### config.mk
export PLATFORM = sky130hd
export DESIGN_NAME = stopwatch_countdown_keypad_timer
export DESIGN_NICKNAME = d
export VERILOG_FILES = /design/src/design/sckt_pkg.sv /design/src/design/sckt_core.sv /design/src/design/sckt_result_buf.sv /design/src/design/stopwatch_countdown_keypad_timer.sv
export SDC_FILE = /design/constraint.sdc
export NUM_CORES = 1
export LEC_CHECK = 0
export BUFFER_PORTS_ARGS = -buffer_cell sky130_fd_sc_hd__buf_2
export CELL_PAD_IN_SITES_DETAIL_PLACEMENT = 1
export CELL_PAD_IN_SITES_GLOBAL_PLACEMENT = 1
export CORE_ASPECT_RATIO = 0.8
export CORE_MARGIN = 2
export CORE_UTILIZATION = 50
export CTS_CLUSTER_SIZE = 8
export DETAILED_ROUTE_END_ITERATION = 7
export PLACE_DENSITY = 0.95
export SLEW_MARGIN = 20
export SYNTH_ARGS = -nofsm -noshare
export SYNTH_HDL_FRONTEND = slang
export SYNTH_HIERARCHICAL = 1
export SYNTH_SLANG_ARGS = --single-unit
export TNS_END_PERCENT = 20
### constraint.sdc
create_clock -name clk_i -period 8.3 [get_ports clk_i]
set_clock_uncertainty 0.2 [all_clocks]
set_input_delay 0.83 -clock clk_i [delete_from_list [all_inputs] [get_ports clk_i]]
set_output_delay 0.83 -clock clk_i [all_outputs]
set_load 0.05 [all_outputs]
### src/design/sckt_pkg.sv
// Shared types and constants for the stopwatch / countdown keypad timer.
// No dependencies; imported by every module of the block.
`timescale 1ns / 1ps

package sckt_pkg;

  // Configuration port
  localparam int unsigned CFG_ADDR_W = 3;
  localparam logic [CFG_ADDR_W-3:0] REG_TICKS_PER_SECOND = '0;
  localparam logic [15:0] TICKS_PER_SECOND_RESET = 16'd500;

  // Modes as reported on the result
  localparam logic [2:0] MD_CLOCK     = 3'd0;
  localparam logic [2:0] MD_ALARM     = 3'd1;
  localparam logic [2:0] MD_STOPWATCH = 3'd2;
  localparam logic [2:0] MD_COUNTDOWN = 3'd3;
  localparam logic [2:0] MD_SET_TIME  = 3'd4;

  // Run state as reported on the result
  localparam logic [1:0] RS_IDLE    = 2'd0;
  localparam logic [1:0] RS_RUNNING = 2'd1;
  localparam logic [1:0] RS_PAUSED  = 2'd2;

  // Item kind
  localparam logic ACT_TICK = 1'b0;
  localparam logic ACT_KEY  = 1'b1;

  // Key codes
  localparam logic [3:0] KC_DIGIT_0   = 4'd0;
  localparam logic [3:0] KC_DIGIT_9   = 4'd9;
  localparam logic [3:0] KC_MODE_DOWN = 4'd10;
  localparam logic [3:0] KC_MODE_UP   = 4'd11;
  localparam logic [3:0] KC_ENTER     = 4'd12;
  localparam logic [3:0] KC_RUN       = 4'd13;
  localparam logic [3:0] KC_HALT      = 4'd14;
  localparam logic [3:0] KC_MUTE      = 4'd15;

  // Entry fields
  localparam logic [1:0] FIELD_HOURS   = 2'd0;
  localparam logic [1:0] FIELD_MINUTES = 2'd1;
  localparam logic [1:0] FIELD_SECONDS = 2'd2;

  localparam logic [9:0] HOURS_CAP   = 10'd23;
  localparam logic [9:0] MIN_SEC_CAP = 10'd59;
  localparam logic [5:0] MIN_SEC_MAX = 6'd59;

  typedef struct packed {
    logic [2:0] mode;
    logic [1:0] run_state;
    logic [7:0] hours;
    logic [5:0] minutes;
    logic [5:0] seconds;
    logic       buzzer;
    logic [1:0] entry_field;
    logic [5:0] entry_value;
  } result_t;

  // Step the mode modulo five, from any stored 3-bit value
  function automatic logic [2:0] mode_step(input logic [2:0] m, input logic up);
    logic [2:0] r;
    r = MD_CLOCK;
    case (m)
      MD_CLOCK:     r = up ? MD_ALARM     : MD_SET_TIME;
      MD_ALARM:     r = up ? MD_STOPWATCH : MD_CLOCK;
      MD_STOPWATCH: r = up ? MD_COUNTDOWN : MD_ALARM;
      MD_COUNTDOWN: r = up ? MD_SET_TIME  : MD_STOPWATCH;
      MD_SET_TIME:  r = up ? MD_CLOCK     : MD_COUNTDOWN;
      3'd5:         r = up ? MD_ALARM     : MD_SET_TIME;
      3'd6:         r = up ? MD_STOPWATCH : MD_CLOCK;
      3'd7:         r = up ? MD_COUNTDOWN : MD_ALARM;
      default:      r = MD_CLOCK;
    endcase
    return r;
  endfunction

endpackage

### src/design/sckt_core.sv
// Timer state and its update for each accepted transaction.
// Depends on sckt_pkg; gives the state after the transaction as a result_t.
`timescale 1ns / 1ps

module sckt_core (
  input  logic              clk_i,
  input  logic              rst_ni,
  input  logic              accept_i,
  input  logic              action_i,
  input  logic [3:0]        key_code_i,
  input  logic [15:0]       ticks_per_second_i,
  output sckt_pkg::result_t result_o
);
  import sckt_pkg::*;

  typedef enum logic [2:0] {
    PH_IDLE    = 3'b001,
    PH_RUNNING = 3'b010,
    PH_PAUSED  = 3'b100
  } phase_e;

  logic [15:0] prescale_q, prescale_d;
  logic [7:0]  hour_q, hour_d;
  logic [5:0]  minute_q, minute_d;
  logic [5:0]  second_q, second_d;
  logic [2:0]  mode_q, mode_d;
  phase_e      phase_q, phase_d;
  logic        running_q, running_d;
  logic        done_q, done_d;
  logic [1:0]  field_q, field_d;
  logic [5:0]  typed_q, typed_d;

  logic [15:0] prescale_inc;
  logic [9:0]  typed_wide;
  logic [9:0]  field_cap;
  logic        timer_mode;
  logic        is_idle;
  logic [2:0]  mode_new;
  logic [1:0]  run_state;

  assign prescale_inc = prescale_q + 16'd1;
  assign typed_wide   = {4'b0, typed_q} * 10'd10 + {6'b0, key_code_i};
  assign field_cap    = (field_q == FIELD_HOURS) ? HOURS_CAP : MIN_SEC_CAP;
  assign timer_mode   = (mode_q == MD_STOPWATCH) || (mode_q == MD_COUNTDOWN);
  assign is_idle      = (phase_q == PH_IDLE);
  assign mode_new     = mode_step(mode_q, key_code_i == KC_MODE_UP);

  always_comb begin
    prescale_d = prescale_q;
    hour_d     = hour_q;
    minute_d   = minute_q;
    second_d   = second_q;
    mode_d     = mode_q;
    phase_d    = phase_q;
    running_d  = running_q;
    done_d     = done_q;
    field_d    = field_q;
    typed_d    = typed_q;

    if (accept_i) begin
      if (action_i == ACT_TICK) begin
        if (running_q) begin
          prescale_d = prescale_inc;
          // A zero count or one at or above the threshold advances the time
          if ((prescale_inc == 16'd0) || (prescale_inc >= ticks_per_second_i)) begin
            prescale_d = '0;
            if (mode_q == MD_STOPWATCH) begin
              if (second_q >= MIN_SEC_MAX) begin
                second_d = '0;
                if (minute_q >= MIN_SEC_MAX) begin
                  minute_d = '0;
                  hour_d   = hour_q + 8'd1;
                end else begin
                  minute_d = minute_q + 6'd1;
                end
              end else begin
                second_d = second_q + 6'd1;
              end
            end else if (mode_q == MD_COUNTDOWN) begin
              if (second_q != '0) begin
                second_d = second_q - 6'd1;
              end else if (minute_q != '0) begin
                minute_d = minute_q - 6'd1;
                second_d = MIN_SEC_MAX;
              end else if (hour_q != '0) begin
                hour_d   = hour_q - 8'd1;
                minute_d = MIN_SEC_MAX;
                second_d = MIN_SEC_MAX;
              end else begin
                // Reached zero: halt and raise the buzzer, phase stays running
                running_d = 1'b0;
                done_d    = 1'b1;
              end
            end
          end
        end
      end else begin
        if (((key_code_i == KC_MODE_DOWN) || (key_code_i == KC_MODE_UP)) && is_idle) begin
          mode_d = mode_new;
          if ((mode_new != mode_q) && (mode_new == MD_COUNTDOWN)) begin
            field_d = FIELD_HOURS;
            typed_d = '0;
          end
        end else if ((key_code_i == KC_RUN) && timer_mode && (phase_q != PH_RUNNING)) begin
          running_d = 1'b1;
          phase_d   = PH_RUNNING;
        end else if ((key_code_i == KC_HALT) && timer_mode) begin
          if (phase_q == PH_RUNNING) begin
            running_d = 1'b0;
            phase_d   = PH_PAUSED;
          end else if (phase_q == PH_PAUSED) begin
            hour_d   = '0;
            minute_d = '0;
            second_d = '0;
            phase_d  = PH_IDLE;
          end
        end else if ((key_code_i == KC_MUTE) && done_q) begin
          done_d  = 1'b0;
          phase_d = PH_IDLE;
        end else if ((mode_q == MD_COUNTDOWN) && is_idle) begin
          if (field_q > FIELD_SECONDS) begin
            field_d = FIELD_HOURS;
          end else if (key_code_i inside {[KC_DIGIT_0:KC_DIGIT_9]}) begin
            typed_d = (typed_wide > field_cap) ? 6'd0 : typed_wide[5:0];
          end else if (key_code_i == KC_ENTER) begin
            case (field_q)
              FIELD_HOURS:   hour_d   = {2'b0, typed_q};
              FIELD_MINUTES: minute_d = typed_q;
              default:       second_d = typed_q;
            endcase
            typed_d = '0;
            field_d = (field_q == FIELD_SECONDS) ? FIELD_HOURS : field_q + 2'd1;
          end
        end
      end
    end
  end

  always_comb begin
    case (phase_d)
      PH_IDLE:    run_state = RS_IDLE;
      PH_RUNNING: run_state = RS_RUNNING;
      PH_PAUSED:  run_state = RS_PAUSED;
      default:    run_state = RS_IDLE;
    endcase
  end

  assign result_o.mode        = mode_d;
  assign result_o.run_state   = run_state;
  assign result_o.hours       = hour_d;
  assign result_o.minutes     = minute_d;
  assign result_o.seconds     = second_d;
  assign result_o.buzzer      = done_d;
  assign result_o.entry_field = field_d;
  assign result_o.entry_value = typed_d;

  always_ff @(posedge clk_i or negedge rst_ni) begin
    if (!rst_ni) begin
      prescale_q <= '0;
      hour_q     <= '0;
      minute_q   <= '0;
      second_q   <= '0;
      mode_q     <= MD_CLOCK;
      phase_q    <= PH_IDLE;
      running_q  <= 1'b0;
      done_q     <= 1'b0;
      field_q    <= FIELD_HOURS;
      typed_q    <= '0;
    end else begin
      prescale_q <= prescale_d;
      hour_q     <= hour_d;
      minute_q   <= minute_d;
      second_q   <= second_d;
      mode_q     <= mode_d;
      phase_q    <= phase_d;
      running_q  <= running_d;
      done_q     <= done_d;
      field_q    <= field_d;
      typed_q    <= typed_d;
    end
  end

endmodule

### src/design/sckt_result_buf.sv
// Two-entry result buffer between the state update and the output channel.
// Depends on sckt_pkg for result_t.
`timescale 1ns / 1ps

module sckt_result_buf (
  input  logic              clk_i,
  input  logic              rst_ni,
  input  logic              push_i,
  input  sckt_pkg::result_t data_i,
  output logic              full_o,
  output logic              out_valid_o,
  input  logic              out_stall_i,
  output sckt_pkg::result_t data_o
);
  import sckt_pkg::*;

  logic [1:0] count_q, count_d;
  result_t    head_q, head_d;
  result_t    tail_q, tail_d;
  logic       pop;

  assign out_valid_o = (count_q != 2'd0);
  assign full_o      = (count_q == 2'd2);
  assign pop         = out_valid_o && !out_stall_i;
  assign data_o      = head_q;

  always_comb begin
    count_d = count_q;
    head_d  = head_q;
    tail_d  = tail_q;
    case ({push_i, pop})
      2'b11: begin
        if (count_q == 2'd1) begin
          head_d = data_i;
        end else begin
          head_d = tail_q;
          tail_d = data_i;
        end
      end
      2'b10: begin
        if (count_q == 2'd0) begin
          head_d = data_i;
        end else begin
          tail_d = data_i;
        end
        count_d = count_q + 2'd1;
      end
      2'b01: begin
        // Advance the waiting entry to the head
        head_d  = tail_q;
        count_d = count_q - 2'd1;
      end
      default: begin
      end
    endcase
  end

  always_ff @(posedge clk_i or negedge rst_ni) begin
    if (!rst_ni) begin
      count_q <= '0;
    end else begin
      count_q <= count_d;
    end
  end

  always_ff @(posedge clk_i) begin
    head_q <= head_d;
    tail_q <= tail_d;
  end

endmodule

### src/design/stopwatch_countdown_keypad_timer.sv
// Stopwatch / countdown timer driven by base ticks and key presses.
// Depends on sckt_pkg, sckt_core and sckt_result_buf.
`timescale 1ns / 1ps

// One transaction is accepted every clock cycle while in_stall_o is low and
// gives one result, which the buffer registers and shows after older ones.
// The whole state update is combinational in sckt_core, so items may follow
// back to back. A two-entry result buffer keeps the input open while one
// result waits on a stalled output; in_stall_o rises only when two results
// are waiting. ticks_per_second sits at byte address 0 (reset 500); the user
// writes it only while the timer receives no traffic, unenforced by the block.

module stopwatch_countdown_keypad_timer (
  input  logic                            clk_i,
  input  logic                            rst_ni,
  // Register port
  input  logic                            psel,
  input  logic                            penable,
  input  logic                            pwrite,
  input  logic [sckt_pkg::CFG_ADDR_W-1:0] paddr,
  input  logic [31:0]                     pwdata,
  output logic [31:0]                     prdata,
  output logic                            pready,
  // Input channel
  input  logic                            in_valid_i,
  output logic                            in_stall_o,
  input  logic                            action_i,
  input  logic [3:0]                      key_code_i,
  // Output channel
  output logic                            out_valid_o,
  input  logic                            out_stall_i,
  output logic [2:0]                      mode_o,
  output logic [1:0]                      run_state_o,
  output logic [7:0]                      hours_o,
  output logic [5:0]                      minutes_o,
  output logic [5:0]                      seconds_o,
  output logic                            buzzer_o,
  output logic [1:0]                      entry_field_o,
  output logic [5:0]                      entry_value_o
);
  import sckt_pkg::*;

  logic [15:0] ticks_per_second_q;
  logic        reg_hit;
  logic        accept;
  logic        buf_full;
  result_t     core_result;
  result_t     out_result;

  assign pready  = 1'b1;
  assign reg_hit = (paddr[CFG_ADDR_W-1:2] == REG_TICKS_PER_SECOND);
  assign prdata  = reg_hit ? {16'b0, ticks_per_second_q} : 32'b0;

  always_ff @(posedge clk_i or negedge rst_ni) begin
    if (!rst_ni) begin
      ticks_per_second_q <= TICKS_PER_SECOND_RESET;
    end else if (psel && penable && pwrite && pready && reg_hit) begin
      ticks_per_second_q <= pwdata[15:0];
    end
  end

  assign in_stall_o = buf_full;
  assign accept     = in_valid_i && !buf_full;

  sckt_core u_core (
    .clk_i              (clk_i),
    .rst_ni             (rst_ni),
    .accept_i           (accept),
    .action_i           (action_i),
    .key_code_i         (key_code_i),
    .ticks_per_second_i (ticks_per_second_q),
    .result_o           (core_result)
  );

  sckt_result_buf u_result_buf (
    .clk_i       (clk_i),
    .rst_ni      (rst_ni),
    .push_i      (accept),
    .data_i      (core_result),
    .full_o      (buf_full),
    .out_valid_o (out_valid_o),
    .out_stall_i (out_stall_i),
    .data_o      (out_result)
  );

  assign mode_o        = out_result.mode;
  assign run_state_o   = out_result.run_state;
  assign hours_o       = out_result.hours;
  assign minutes_o     = out_result.minutes;
  assign seconds_o     = out_result.seconds;
  assign buzzer_o      = out_result.buzzer;
  assign entry_field_o = out_result.entry_field;
  assign entry_value_o = out_result.entry_value;

endmodule

Yosys cells after proc, flatten, opt, wreduce, memory -nomap -nowiden
Index checks and enable logic that the tools add are counted.
- bits in registers: 138
- input bits: 47
- word-level logic and storage cells: 262
- $add $sub $neg: 11
- $mul: 1
- magnitude comparators: 7
- equality and inequality tests: 34
- mux-type cells: 142
- bitwise logic cells: 2
- reduce and logical (&&, ||, !) cells: 37
- operators with widths (kind ; number):
    $mux W6 ; 56
    $mux W8 ; 22
    $mux W34 ; 4
    $pmux W34 S3 ; 1
    $pmux W34 S2 ; 1
    $mux W3 ; 13
    $mux W16 ; 2
    $mux W2 ; 15
    $mux W1 ; 25
    $eq A4 B4 Y1 const B ; 6
    $eq A3 B3 Y1 const B ; 6
    $add A16 B1 Y16 const B ; 1
    $ge A16 B16 Y1 ; 1
    $logic_not A16 Y1 ; 1
    $eq A3 B2 Y1 const B ; 5
    $pmux W3 S5 ; 1
    $logic_and A1 B1 Y1 ; 13
    $add A6 B1 Y6 const B ; 2
    $ge A6 B6 Y1 const B ; 2
    $reduce_bool A6 Y1 ; 2
    $sub A6 B1 Y6 const B ; 2
    $add A10 B4 Y10 ; 1
    $gt A10 B10 Y1 ; 1
    $mul A6 B3 Y9 const B ; 1
    28 further kinds ; 50

Logic depth before layout (Yosys ltp)
- depth in word-level cells: 15
- gate-level depth with buffers: 17
- mapped depth without buffers: 14

Modules after synthesis
The synthesis kept the hierarchy.
- by module, submodules not included (module ; instances ; cells each ; area each (um^2) ; seq. area each (um^2)):
    sckt_core ; 1 ; 726 ; 5517.8 ; 1302.5
    sckt_result_buf ; 1 ; 216 ; 3295.7 ; 2092.0
    stopwatch_countdown_keypad_timer ; 1 ; 71 ; 913.4 ; 407.9

Worst setup path after synthesis
No wires, ideal clock.
- path type: register to register
- start: reg u_result_buf.count_q[0]
- end: reg u_result_buf.head_q (netlist bit u_result_buf/data_o[0]) (enable)
- arrival time: 3.628 ns
- required time: 7.628 ns
- setup slack: 4.000 ns
- stages on the path, launching flop included: 6
- buffers on the path: 0
- path through: dfrtp_1 > inv_1 > ha_1 > nor2b_1 > inv_1 > o21ai_0
- word-level cells in the longest chain between the ends: 6
- elaborated cells between the ends (all ways): 12
- classes of those cells: eq/ne: 5; reduce/logical: 7
- ends and longest elaborated chain (what ; RTL line ; source):
    from (decl) ; sckt_result_buf.sv:17 ; logic [1:0] count_q, count_d;
    from (signal assigned) ; sckt_result_buf.sv:62 ; count_q <= count_d;
    $eq A2 B2 Y1 (*) ; sckt_result_buf.sv:23 ; assign full_o = (count_q == 2'd2);
    net in_stall_o ; stopwatch_countdown_keypad_timer.sv:26 ; output logic in_stall_o,
    $logic_not A1 Y1 (*) ; stopwatch_countdown_keypad_timer.sv:63 ; assign accept = in_valid_i && !buf_full;
    $logic_and A1 B1 Y1 (*) ; stopwatch_countdown_keypad_timer.sv:63 ;
    net accept ; stopwatch_countdown_keypad_timer.sv:45 ; logic accept;
    $eq A2 B2 Y1 / $eq A2 B1 Y1 (equally long branches) ; sckt_result_buf.sv:31 ; case ({push_i, pop})
    $ne A2 B1 Y1 (no source line) / $reduce_bool A3 Y1 (equally long branches) ; n/a ;
    $reduce_and A2 Y1 (no source line) (*) ; n/a ;
    to (signal assigned) ; sckt_result_buf.sv:67 ; head_q <= head_d;
    to (decl) ; sckt_result_buf.sv:18 ; result_t head_q, head_d;
Mark *: on every way through the listed nets, which the timed path passes. The rest lies on a longest branch.
A chain may end at the register's enable or synchronous reset.

==> metrics.md <==
| Metric | Value |
|---|---|
| Top FF cell, synth | edfxtp_1 |
| Row Count | 45 |
| Synth top area share | 0.210 |
| Hold WS | 313 ps |
| Area growth, synth to finish | 9.27% |
| Ranking of synthesized cells by area | edfxtp_1, dfrtp_1, ha_1 |
| First-pass GRT wire length | 48700 um |
| Initial antenna violation count | 0 |
| Final core utilization | 0.559 |
| Fin. max-slew vios | 0 |
| Sequential area share after synthesis | 0.391 |
| Hpwl dp | 21000 um |
| Maximum clock frequency | between 150 and 200 MHz |
| Setup TNS | 0 ps |
| Hold Crit Class | register to register |
| Largest fanout on the critical path | 9 |
| Synth warnings | 6 |
| Largest net degree at the start of global routing | 74 |
| Flop-to-flop setup slack | 2720 ps |
| Layout cells sized above 1 | 0.168 |
| WP data arrival | 5660 ps |
| # hold bufs at CTS | 0 |
| CTS root buffer | clkbuf_16 |
| FF+latch count, synth | 138 |
| H-Tree Depth | 4 |
| Core ar. | approximately 19000 um^2 |
| Via count | 8875 |
| VDD IR-drop max | 0.248 mV |
| Synth Instances | 1013 |
| Unrepaired setup endpoints after global routing | false |
| FF/Latch Area | 3800 um^2 |
| Area of the die | 20600 um^2 |
| First-pass detailed-route iteration total | 5 |
| Endpoints failing setup | 0 |
| Vias in the first global route | between 8000 and 9000 |
| Reg clk slew, reported paths | 60 ps |
| Mean area per synthesized cell | 9.60 um^2 |
| Post-cts resize count | 0 |
| Maximum buffer depth of the clock tree | 2 |
| WL final | 31300 um |
| Cts bufs inserted | 17 |
| Worst EP required | approximately 8400 ps |
| Post-Place Setup Slack | approximately 3000 ps |
| Worst Setup Start Kind | register |
| Max Cap Violations | 0 |
| Number of synthesized flops with an enable pin | 68 |
| Total power | 3.47 mW |
| Most frequent cell after synthesis | nand2_1 |
| CTS Sinks | 138 |
| Multi-input logic area | 5250 um^2 |
| Die Width | 160 um |
| Post-route DRC | 0 |
| Remaining global-route overflow | 0 |
| Status | completed |
| Hold Vio Cnt, Final | 0 |
| Async SR Flop Fraction | 0.507 |
| Cell Pwr Density | 326 nW/um^2 |
| Post-Syn Area | ~9700 um^2 |
| Setup WS post-layout | ~2700 ps |
| Setup Buffers After CTS | 0 |
| Initial Utilization | 0.511 |
| Fill cells | ~2200 |
| Detail Route Antenna Nets | 0 |
| Slew HR | 0.266 |
| IO Port Bufs | 80 |
| CTS tree | done |
| Crit. End Element | register |
| Critical path type | register to register |
| Cell variety after synth | 83 |
| Die Ht | 129 um |
| RePlAce Congestion | about 0.95 |
| Final nets | ~1100 |
| Initial DRC Count | about 910 |
| Clk_lat worst skew | 440 ps |
| Commonest cells post-synth | nand2_1, a21oi_1, edfxtp_1, dfrtp_1, o21ai_0 |
| Final min period | between 5000 and 6000 ps |
| Leakage Power | 4.37 nW |
| GRT Util Overall | 0.300 |
| Slew @ Worst Pin | 1090 ps |
| Final worst-path cycle share | 0.672 |
| Vias per std cell | approximately 6.7 |
| I/O Pins | around 120 |
| WL/cell | 23.6 um |
| Cell taking the most area after synthesis | edfxtp_1 |
critical path: stages, from the launching register on:
cell	delay, ps
dfrtp_1	470
ha_1	310
nand2_1	210
nor4_1	970
xor2_1	140
ha_1	240
a21o_1	170
a21o_1	170
a21oi_1	400
o311a_1	650
nor2_1	240
o311ai_0	840
mux2i_1	210
a21oi_1	210
layer usage:
| layer | wire [um] | part of all wire | global-route usage | up-vias |
|---|---|---|---|---|
| li1 | - | - | - | 3886 |
| met3 | 2530 | 0.081 | 0.0648 | 110 |
| met1 | 12700 | 0.41 | 0.390 | 4401 |
| met5 | 0 | 0 | 0 | - |
| met4 | 1150 | 0.037 | 0.137 | 0 |
| met2 | 14900 | 0.48 | 0.486 | 478 |
layout by cell type, fill, tap and decap left out, types with 10 or more instances in the layout:
master and n:
buf_4 14, nand4_1 18, a31oi_1 22, a211oi_1 10
nor3_1 26, mux2_4 12, o21ai_0 61, o22ai_1 12
ha_1 43, mux2_2 10, xnor2_1 13, edfxtp_1 68
a21oi_1 68, buf_2 80, mux2i_1 38, nor2b_1 18
conb_1 17, xor2_1 12, clkbuf_16 17, nor2_1 42
dfrtp_1 63, a221oi_1 35, nand2_1 84, nand3_1 32
inv_1 50
state kept, by name (all words and copies together) (netlist names):
signal,cells
u_result_buf/data_o,34
u_core/typed_q,6
ticks_per_second_q,16
u_core/field_q,2
u_result_buf/tail_q,34
u_core/running_q,1
u_core/second_q,6
u_result_buf/count_q,2
u_core/phase_q,3
u_core/hour_q,8
u_core/mode_q,3
u_core/prescale_q,16
u_core/minute_q,6
u_core/done_q,1
logic make-up after synthesis:
| family | after synthesis | share of synthesized area |
|---|---|---|
| compound gates | 304 | 0.211 |
| xor+xnor | 25 | 0.0225 |
| fa+ha+maj | 47 | 0.0620 |
| buf+inv | 140 | 0.0783 |
| flops | 138 | 0.391 |
| mux | 60 | 0.0692 |
| other cells | 2 | 0.000772 |
| simple gates | 297 | 0.165 |
final cells by class:
cell class / instances / area share
clock inverters: 14 / 0.0120
inverters: 51 / 0.0180
repair buffers: 94 / 0.0476
diodes: 1 / 0.000235
multi-input cells: 750 / 0.494
well taps: 258 / 0.0304
clock buffers: 18 / 0.0404
flip-flops and latches: 138 / 0.358
power breakdown:
part / total [mW] / internal, mW / switching [mW] / leakage [nW]
Combinational: 1.54 / 0.444 / 1.10 / 2.59
Clock: 0.743 / 0.394 / 0.349 / 0.262
Sequential: 1.18 / 1.02 / 0.165 / 1.52
per-stage QoR:
| stage | cell area, um^2 | std cells |
|---|---|---|
| after floorplan | 9780 | 1028 |
| final | 10600 | 1324 |
| after global routing | 10600 | 1323 |
| after detailed placement | 10100 | 1291 |
| after CTS | 10600 | 1323 |
| after global placement | 10100 | 1291 |
final timing paths:
check / cells after the start / startpoint / to
worst max-delay path: 13 / u_core/prescale_q[0] / u_result_buf/data_o[13]
worst min-delay path: 2 / u_core/prescale_q[15] / u_core/prescale_q[15]
worst max register to register: 13 / u_core/prescale_q[0] / u_result_buf/data_o[13]
worst min register to register: 2 / u_core/prescale_q[15] / u_core/prescale_q[15]
max in group asynchronous: 2 / rst_ni / u_core/second_q[4]
min in group asynchronous: 2 / rst_ni / ticks_per_second_q[0]
(Power assumes the default switching activity.)
